## src/hdl/soa_pkg.sv

```systemverilog
// ----------------------------------------------------------------------------
// soa_pkg: shared types and constants of the slab object allocator
// Geometry, handle layout, status codes and the controller/datapath structs.
// ----------------------------------------------------------------------------
package soa_pkg;

    // Chunk geometry
    localparam int CHUNK_BYTES        = 4096;
    localparam int CHUNK_TAIL_BYTES   = 64;
    localparam int HEAD_BYTES         = 16;
    localparam int NUM_CHUNKS         = 64;
    localparam int NUM_CLASSES        = 4;
    localparam int MAX_OBJS_PER_CHUNK = 128;
    localparam int HEADS_PER_CHUNK    = (CHUNK_BYTES - CHUNK_TAIL_BYTES) / HEAD_BYTES;

    // Field widths
    localparam int HANDLE_W   = 13;
    localparam int LINK_W     = HANDLE_W + 1;
    localparam int OBJ_BITS   = $clog2(MAX_OBJS_PER_CHUNK);
    localparam int CHUNK_BITS = HANDLE_W - OBJ_BITS;
    localparam int CNT_W      = OBJ_BITS + 1;
    localparam int CLS_W      = $clog2(NUM_CLASSES);
    localparam int CSIZE_W    = 12;
    localparam int SIZE_W     = 16;
    localparam int BYTES_W    = 32;
    localparam int DIV_W      = 16;
    localparam int CHUNK_ENT_W = CLS_W + CNT_W;

    // Null link: top bit set
    localparam logic [LINK_W-1:0] LINK_NIL = {LINK_W{1'b1}};

    // Result status codes
    localparam logic [1:0] ST_OK     = 2'd0;
    localparam logic [1:0] ST_BYPASS = 2'd1;
    localparam logic [1:0] ST_NOMEM  = 2'd2;
    localparam logic [1:0] ST_BADH   = 2'd3;

    // Request kinds
    localparam logic OP_ALLOC = 1'b0;
    localparam logic OP_FREE  = 1'b1;

    typedef logic [NUM_CLASSES-1:0][CSIZE_W-1:0] t_csize_arr;

    // Controller to datapath
    typedef struct packed {
        logic       load;
        logic       div_start;
        logic       n_load;
        logic       st_we;
        logic [1:0] st_val;
        logic       scan_clr;
        logic       scan_inc;
        logic       claim;
        logic       fill_step;
        logic       pop_rd;
        logic       pop_wr;
        logic       free_rd;
        logic       free_push1;
        logic       free_push2;
        logic       rel_clr;
        logic       rel_rd;
        logic       rel_wr;
        logic       fin;
    } t_dp_cmd;

    // Datapath to controller
    typedef struct packed {
        logic found;
        logic is_free;
        logic div_done;
        logic head_null;
        logic n_zero;
        logic free_pre_bad;
        logic scan_busy;
        logic scan_last;
        logic k_last;
        logic free_bad;
        logic cnt_zero;
        logic out_busy;
    } t_dp_stat;

endpackage

```

## src/hdl/soa_ctrl.sv

```systemverilog
// ----------------------------------------------------------------------------
// soa_ctrl: request sequencer
// Steps each request through class match, geometry, list and chunk updates.
// ----------------------------------------------------------------------------
module soa_ctrl import soa_pkg::*; (
    input  logic     i_clk,
    input  logic     i_rst_n,
    input  logic     i_in_valid,
    output logic     o_in_ready,
    input  t_dp_stat i_stat,
    output t_dp_cmd  o_cmd
);

    localparam logic [3:0] S_IDLE     = 4'd0;
    localparam logic [3:0] S_CLASS    = 4'd1;
    localparam logic [3:0] S_DIV      = 4'd4;
    localparam logic [3:0] S_BRANCH   = 4'd5;
    localparam logic [3:0] S_SCAN     = 4'd6;
    localparam logic [3:0] S_FILL     = 4'd7;
    localparam logic [3:0] S_POP_RD   = 4'd8;
    localparam logic [3:0] S_POP_WR   = 4'd9;
    localparam logic [3:0] S_FREE_CHK = 4'd10;
    localparam logic [3:0] S_PUSH2    = 4'd11;
    localparam logic [3:0] S_REL_RD   = 4'd12;
    localparam logic [3:0] S_REL_WR   = 4'd13;
    localparam logic [3:0] S_FIN      = 4'd14;

    logic [3:0] r_state;
    logic [3:0] n_state;

    always_ff @(posedge i_clk) begin
        if (!i_rst_n) begin
            r_state <= S_IDLE;
        end else begin
            r_state <= n_state;
        end
    end

    // next state and commands
    always_comb begin
        n_state = r_state;
        o_cmd   = '0;
        unique case (r_state)
            S_IDLE: begin
                if (i_in_valid) begin
                    o_cmd.load = 1'b1;
                    n_state    = S_CLASS;
                end
            end
            S_CLASS: begin
                if (!i_stat.found) begin
                    o_cmd.st_we  = 1'b1;
                    o_cmd.st_val = ST_BYPASS;
                    n_state      = S_FIN;
                end else begin
                    o_cmd.div_start = 1'b1;
                    n_state         = S_DIV;
                end
            end
            S_DIV: begin
                if (i_stat.div_done) begin
                    o_cmd.n_load = 1'b1;
                    n_state      = S_BRANCH;
                end
            end
            S_BRANCH: begin
                if (!i_stat.is_free) begin
                    if (!i_stat.head_null) begin
                        n_state = S_POP_RD;
                    end else if (i_stat.n_zero) begin
                        o_cmd.st_we  = 1'b1;
                        o_cmd.st_val = ST_NOMEM;
                        n_state      = S_FIN;
                    end else begin
                        o_cmd.scan_clr = 1'b1;
                        n_state        = S_SCAN;
                    end
                end else if (i_stat.free_pre_bad) begin
                    o_cmd.st_we  = 1'b1;
                    o_cmd.st_val = ST_BADH;
                    n_state      = S_FIN;
                end else begin
                    o_cmd.free_rd = 1'b1;
                    n_state       = S_FREE_CHK;
                end
            end
            S_SCAN: begin
                if (!i_stat.scan_busy) begin
                    o_cmd.claim = 1'b1;
                    n_state     = S_FILL;
                end else if (i_stat.scan_last) begin
                    o_cmd.st_we  = 1'b1;
                    o_cmd.st_val = ST_NOMEM;
                    n_state      = S_FIN;
                end else begin
                    o_cmd.scan_inc = 1'b1;
                end
            end
            S_FILL: begin
                o_cmd.fill_step = 1'b1;
                if (i_stat.k_last) begin
                    n_state = S_POP_RD;
                end
            end
            S_POP_RD: begin
                o_cmd.pop_rd = 1'b1;
                n_state      = S_POP_WR;
            end
            S_POP_WR: begin
                o_cmd.pop_wr = 1'b1;
                o_cmd.st_we  = 1'b1;
                o_cmd.st_val = ST_OK;
                n_state      = S_FIN;
            end
            S_FREE_CHK: begin
                if (i_stat.free_bad) begin
                    o_cmd.st_we  = 1'b1;
                    o_cmd.st_val = ST_BADH;
                    n_state      = S_FIN;
                end else begin
                    o_cmd.free_push1 = 1'b1;
                    n_state          = S_PUSH2;
                end
            end
            S_PUSH2: begin
                o_cmd.free_push2 = 1'b1;
                if (i_stat.cnt_zero) begin
                    o_cmd.rel_clr = 1'b1;
                    n_state       = S_REL_RD;
                end else begin
                    o_cmd.st_we  = 1'b1;
                    o_cmd.st_val = ST_OK;
                    n_state      = S_FIN;
                end
            end
            S_REL_RD: begin
                o_cmd.rel_rd = 1'b1;
                n_state      = S_REL_WR;
            end
            S_REL_WR: begin
                o_cmd.rel_wr = 1'b1;
                if (i_stat.k_last) begin
                    o_cmd.st_we  = 1'b1;
                    o_cmd.st_val = ST_OK;
                    n_state      = S_FIN;
                end else begin
                    n_state = S_REL_RD;
                end
            end
            S_FIN: begin
                if (!i_stat.out_busy) begin
                    o_cmd.fin = 1'b1;
                    n_state   = S_IDLE;
                end
            end
            default: begin
                n_state = S_IDLE;
            end
        endcase
    end

    assign o_in_ready = (r_state == S_IDLE);

endmodule

```

## config.mk

```make
export PLATFORM = sky130hd
export DESIGN_NAME = soa_ctrl
export DESIGN_NICKNAME = d
export VERILOG_FILES = /design/src/hdl/soa_pkg.sv /design/src/hdl/soa_ctrl.sv
export SDC_FILE = /design/constraint.sdc
export NUM_CORES = 1
export LEC_CHECK = 0
export ABC_CLOCK_PERIOD_IN_PS = 1700
export CORE_MARGIN = 2
export CORE_UTILIZATION = 43
export DETAILED_ROUTE_END_ITERATION = 10
export DONT_BUFFER_PORTS = 1
export PLACE_DENSITY_LB_ADDON = 0.08
export RECOVER_POWER = 25
export SYNTH_ARGS = -nofsm -noshare
export SYNTH_HDL_FRONTEND = slang
export SYNTH_SLANG_ARGS = --single-unit
```

## constraint.sdc

```tcl
create_clock -name i_clk -period 1.7 [get_ports i_clk]
set_input_delay 0.34 -clock i_clk [delete_from_list [all_inputs] [get_ports i_clk]]
set_output_delay 0.34 -clock i_clk [all_outputs]
set_load 0.005 [all_outputs]
```

Yosys cells after proc, flatten, opt, wreduce, memory -nomap -nowiden
Cells that the tools add are included.
Storage, ports and cells
  register bits: 4
  input bits: 15
  output and inout bits: 20
  logic and storage cells: 73
Cells by class
  equality and inequality tests: 17
  multiplexer cells: 53
  reduce and logical (&&, ||, !) cells: 2
Operator list (number)
  $pmux W4 S13: 1
  $mux W4: 11
  $mux W3: 11
  $eq A4 B4 Y1 const B: 7
  $mux W1: 25
  $pmux W3 S7: 1
  $eq A4 B3 Y1 const B: 4
  $mux W2: 4
  $ne A2 B2 Y1 const B: 4
  $reduce_and A5 Y1: 1
  $eq A4 B1 Y1 const B: 1
  $logic_not A4 Y1: 1
  $ne A3 B3 Y1 const B: 1

Logic depth before layout (Yosys ltp)
  word-level depth: 4
  mapped depth: 6
  gate-level depth less buffers: 4

Worst setup path after synthesis
Ideal clock, no wire load.
  kind: register to output
  from: register r_state[0]
  to: output o_cmd[15] in the netlist's numbering
  arrival time: 1370 ps
  required time: 1360 ps
  path slack: -10 ps
  cell stages (with the launch flop): 5
  buffers on the path: 0
  cell sequence: dfxtp_1 > nand2b_1 > nor3_1 > a311o_1 > or3b_1
RTL lines
  start: declaration: line soa_ctrl.sv:28  | logic [3:0] r_state;
  start signal: assignment: line soa_ctrl.sv:35  | r_state <= n_state;
  end: declaration: line soa_ctrl.sv:11  | output t_dp_cmd o_cmd

==> impl_metrics.toml <==
[worst_setup_path]
timing.setup.critical_path_class = "register to output port"
critPathRequiredTime_ns = 1.36
critical_path.max_fanout = 4
cp-end-kind = "output port"
critPathArrivalTime_ns = 1.55
worst_setup_path_start_kind = "register"

[die]
die_area_mm2 = 0.001776
dieHeight_um = 42.14
num_rows = 13
initial_utilization_pct = 46.90
ports_placed_on_the_boundary = 35
die_w_um = 42.14
core_mm2 = 0.001334

[timing]
final_period_minus_worst_setup_slack_ns = 1.891
rsz0062_at_grt = "true"
slew_viol_final = 0
slew_headroom_pct = 76.28
clock_skew_ns = 0.004053
finalHoldViolCount = 0
max_freq_mhz = 528.9
setup_viol = 3
finalCritPeriodShare_pct = 111.2
transition_time_of_the_tightest_slew_check_pin_ns = 0.3521
worst_setup_slack_final_ns = -0.1907

[power_and_ir_drop]
report.power.total_mw = 1.343
vdd.ir_drop.worst_v = 0.0008509
power_density_mw_per_mm2 = 1467
static-leakage-power_nw = 0.3862

[global_routing]
grt_first_pass_wirelength_um = 3401
grtUsageTotal_pct = 24.38
antenna_found_initial = 0
maximum_number_of_pins_on_one_net_before_global_route_repair = 14
gr-total-overflow = 0
first_global_vias = 751

[synth]
sequential_share_of_the_synthesized_area_pct = 12.80
post-synth-top-area-cell = "sky130_fd_sc_hd__dfxtp_1"
synth_top_area_share_pct = 12.80
syn_area_um2 = 625.6
synthCells = 94
synth_compound_area_share_pct = 25.00
ys.warnings.count = 0
ys_seq_elements = 4
synthArstFlopShare_pct = 0
combinational_family_with_the_most_area_after_synthesis = "simple AND/OR/NAND/NOR gates"
synth_mux_area_share_pct = 1.600
synth_xor_xnor_area_share_pct = 2.800
ys_top_cells_by_area = "sky130_fd_sc_hd__dfxtp_1 13%, sky130_fd_sc_hd__nand2b_1 8.0%, sky130_fd_sc_hd__nor3_1 8.0%"
synth_adder_area_share_pct = 0
most_common_cell_in_the_synthesized_netlist = "sky130_fd_sc_hd__nor3_1"
most_common_library_cells_after_synthesis = "10 x sky130_fd_sc_hd__nor3_1, 9 x sky130_fd_sc_hd__nor2_1, 8 x sky130_fd_sc_hd__nand2b_1, 6 x sky130_fd_sc_hd__inv_1"
count_of_flip_flops_with_a_built_in_enable_after_synthesis = 0
synth_cell_types = 38
ys.flop_type = "sky130_fd_sc_hd__dfxtp_1"
post_synth_and_or_nand_nor_area_fraction_pct = 48.60
synth.avg_cell_area_um2 = 6.655
syn_nets = 109

[detailed_routing]
routed_wl_um = 2279
vias = 805
route.detailed.vias_per_inst = 6.192
ant_nets = 0
post_drt_wl_per_cell_um = 17.53
first_iter_violations = 25
drt_drc = 0
drt_pre_antenna_iters = 4

[placed_design]
port_buffers = 0
detailedPlacementHpwl_um = 1572
post-place-cells = 123
routabilityCongestion = 0.8173

[run_status]
outcome = "complete, but fails checks"
violations = "setup timing"

[clock_network]
clock_tree.buffer_depth = 2
numClockSinks = 4
h-tree-depth = 1
cts-buffers-inserted = 3
cts.root.buffer_cell = "sky130_fd_sc_hd__clkbuf_4"
tritoncts = "yes"
clock_pin_slew_of_the_registers_on_the_worst_case_setup_and_hold_paths_ns = 0.04
clock_latency_ns = 0.24

[layout]
antenna_cells_inserted = 0
largest_registers = "r_state: 4 flops"
post_route_cells_drive_above_1_share_pct = 38.26
largest_register_ffs = 4
max_flop_register = "r_state"
area.growth.synth_to_final_pct = 46.40
final_non_filler_cells = 130
finish.net_count = 132

[hold_path]
min-delay-path-class = "input pin to register"

[job]
cap_violations = 0
## metal layers
| metal | GRT usage (%) | part of all wire, % |
|---|---|---|
| met5 | 0 | 0 |
| met4 | 5.625 | 0.044 |
| met3 | 5.603 | 6.1 |
| met2 | 41.56 | 51 |
| met1 | 31.03 | 43 |
## critical path: stages, from the launching register on
cell	delay, ns
sky130_fd_sc_hd__dfxtp_2	0.34
sky130_fd_sc_hd__buf_6	0.12
sky130_fd_sc_hd__nand4bb_4	0.09
sky130_fd_sc_hd__a21oi_2	0.04
sky130_fd_sc_hd__a311o_1	0.35
sky130_fd_sc_hd__or3b_1	0.38
## power breakdown
| part | switching [mW] | internal [mW] |
|---|---|---|
| Sequential | 0.0595 | 0.143 |
| Combinational | 0.490 | 0.529 |
| Clock | 0.0428 | 0.0792 |
| Total | 0.592 | 0.751 |
## path summary, 6_finish.rpt
kind,slack [ns],cells after the start,end,from
setup / recovery,-0.19,5,o_cmd[15],r_state[2]
hold / removal,0.25,2,r_state[2],i_rst_n
setup reg to reg,0.06,5,r_state[2],r_state[0]
hold reg to reg,0.70,2,r_state[0],r_state[0]
## repair_timing
action	CTS	global route
pin swaps	2	3
hold buffers	0	0
buffers inserted	4	0
setup endpoints to repair	7	11
gates resized for setup	14	9
## through the flow
stage	area [µm²]	util (%)	setup TNS, ns	setup WS, ns	hold slack (ns)
finish	915.9	68.67	-0.3127	-0.1907	0.2467
global route	915.9	68.67	-0.6254	-0.2257	0.2501
CTS	869.6	65.20	-0.2965	-0.1863	0.2450
detailed placement	767.0	57.50	0	0.01677	0.4974
global placement	767.0	57.50	0	0.04064	0.4977
floorplan	633.1	-	0	0.02808	0.4783
## cell families after synthesis
| kind of cell | after synthesis |
|---|---|
| and+or+nand+nor | 52 |
| AOI/OAI and AO/OA | 23 |
| buffers and inverters | 12 |
| DFF | 4 |
| xor gates and xnor gates | 2 |
| muxes | 1 |
## layout make-up
| cell class | instances | area (µm²) |
|---|---|---|
| Multi-Input combinational cell | 78 | 565.5 |
| Fill cell | 118 | 417.9 |
| Timing Repair Buffer | 24 | 198.9 |
| Sequential cell | 4 | 87.58 |
| Clock buffer | 3 | 22.52 |
| Inverter | 6 | 22.52 |
| Tap cell | 15 | 18.77 |
## layout by cell type (no fill, tap or decap), types with 2 or more instances in the layout
cell type / synthesis / routed
sky130_fd_sc_hd__nor2_1: 9 / 9
sky130_fd_sc_hd__and2_1: 2 / 2
sky130_fd_sc_hd__o21ai_0: 3 / 3
sky130_fd_sc_hd__buf_4: 0 / 17
sky130_fd_sc_hd__o22ai_1: 3 / 2
sky130_fd_sc_hd__nand2_1: 5 / 5
sky130_fd_sc_hd__nand3b_1: 2 / 2
sky130_fd_sc_hd__xnor2_1: 2 / 2
sky130_fd_sc_hd__nor3_1: 10 / 5
sky130_fd_sc_hd__a21oi_1: 5 / 4
sky130_fd_sc_hd__dfxtp_2: 0 / 3
sky130_fd_sc_hd__a21o_1: 4 / 4
sky130_fd_sc_hd__nor2b_1: 2 / 2
sky130_fd_sc_hd__nor3_2: 0 / 4
sky130_fd_sc_hd__inv_1: 6 / 6
sky130_fd_sc_hd__buf_6: 1 / 6
sky130_fd_sc_hd__nand2b_1: 8 / 7
sky130_fd_sc_hd__nand3_1: 2 / 2
sky130_fd_sc_hd__clkbuf_4: 0 / 3
Power figures use the tool's default switching activity.
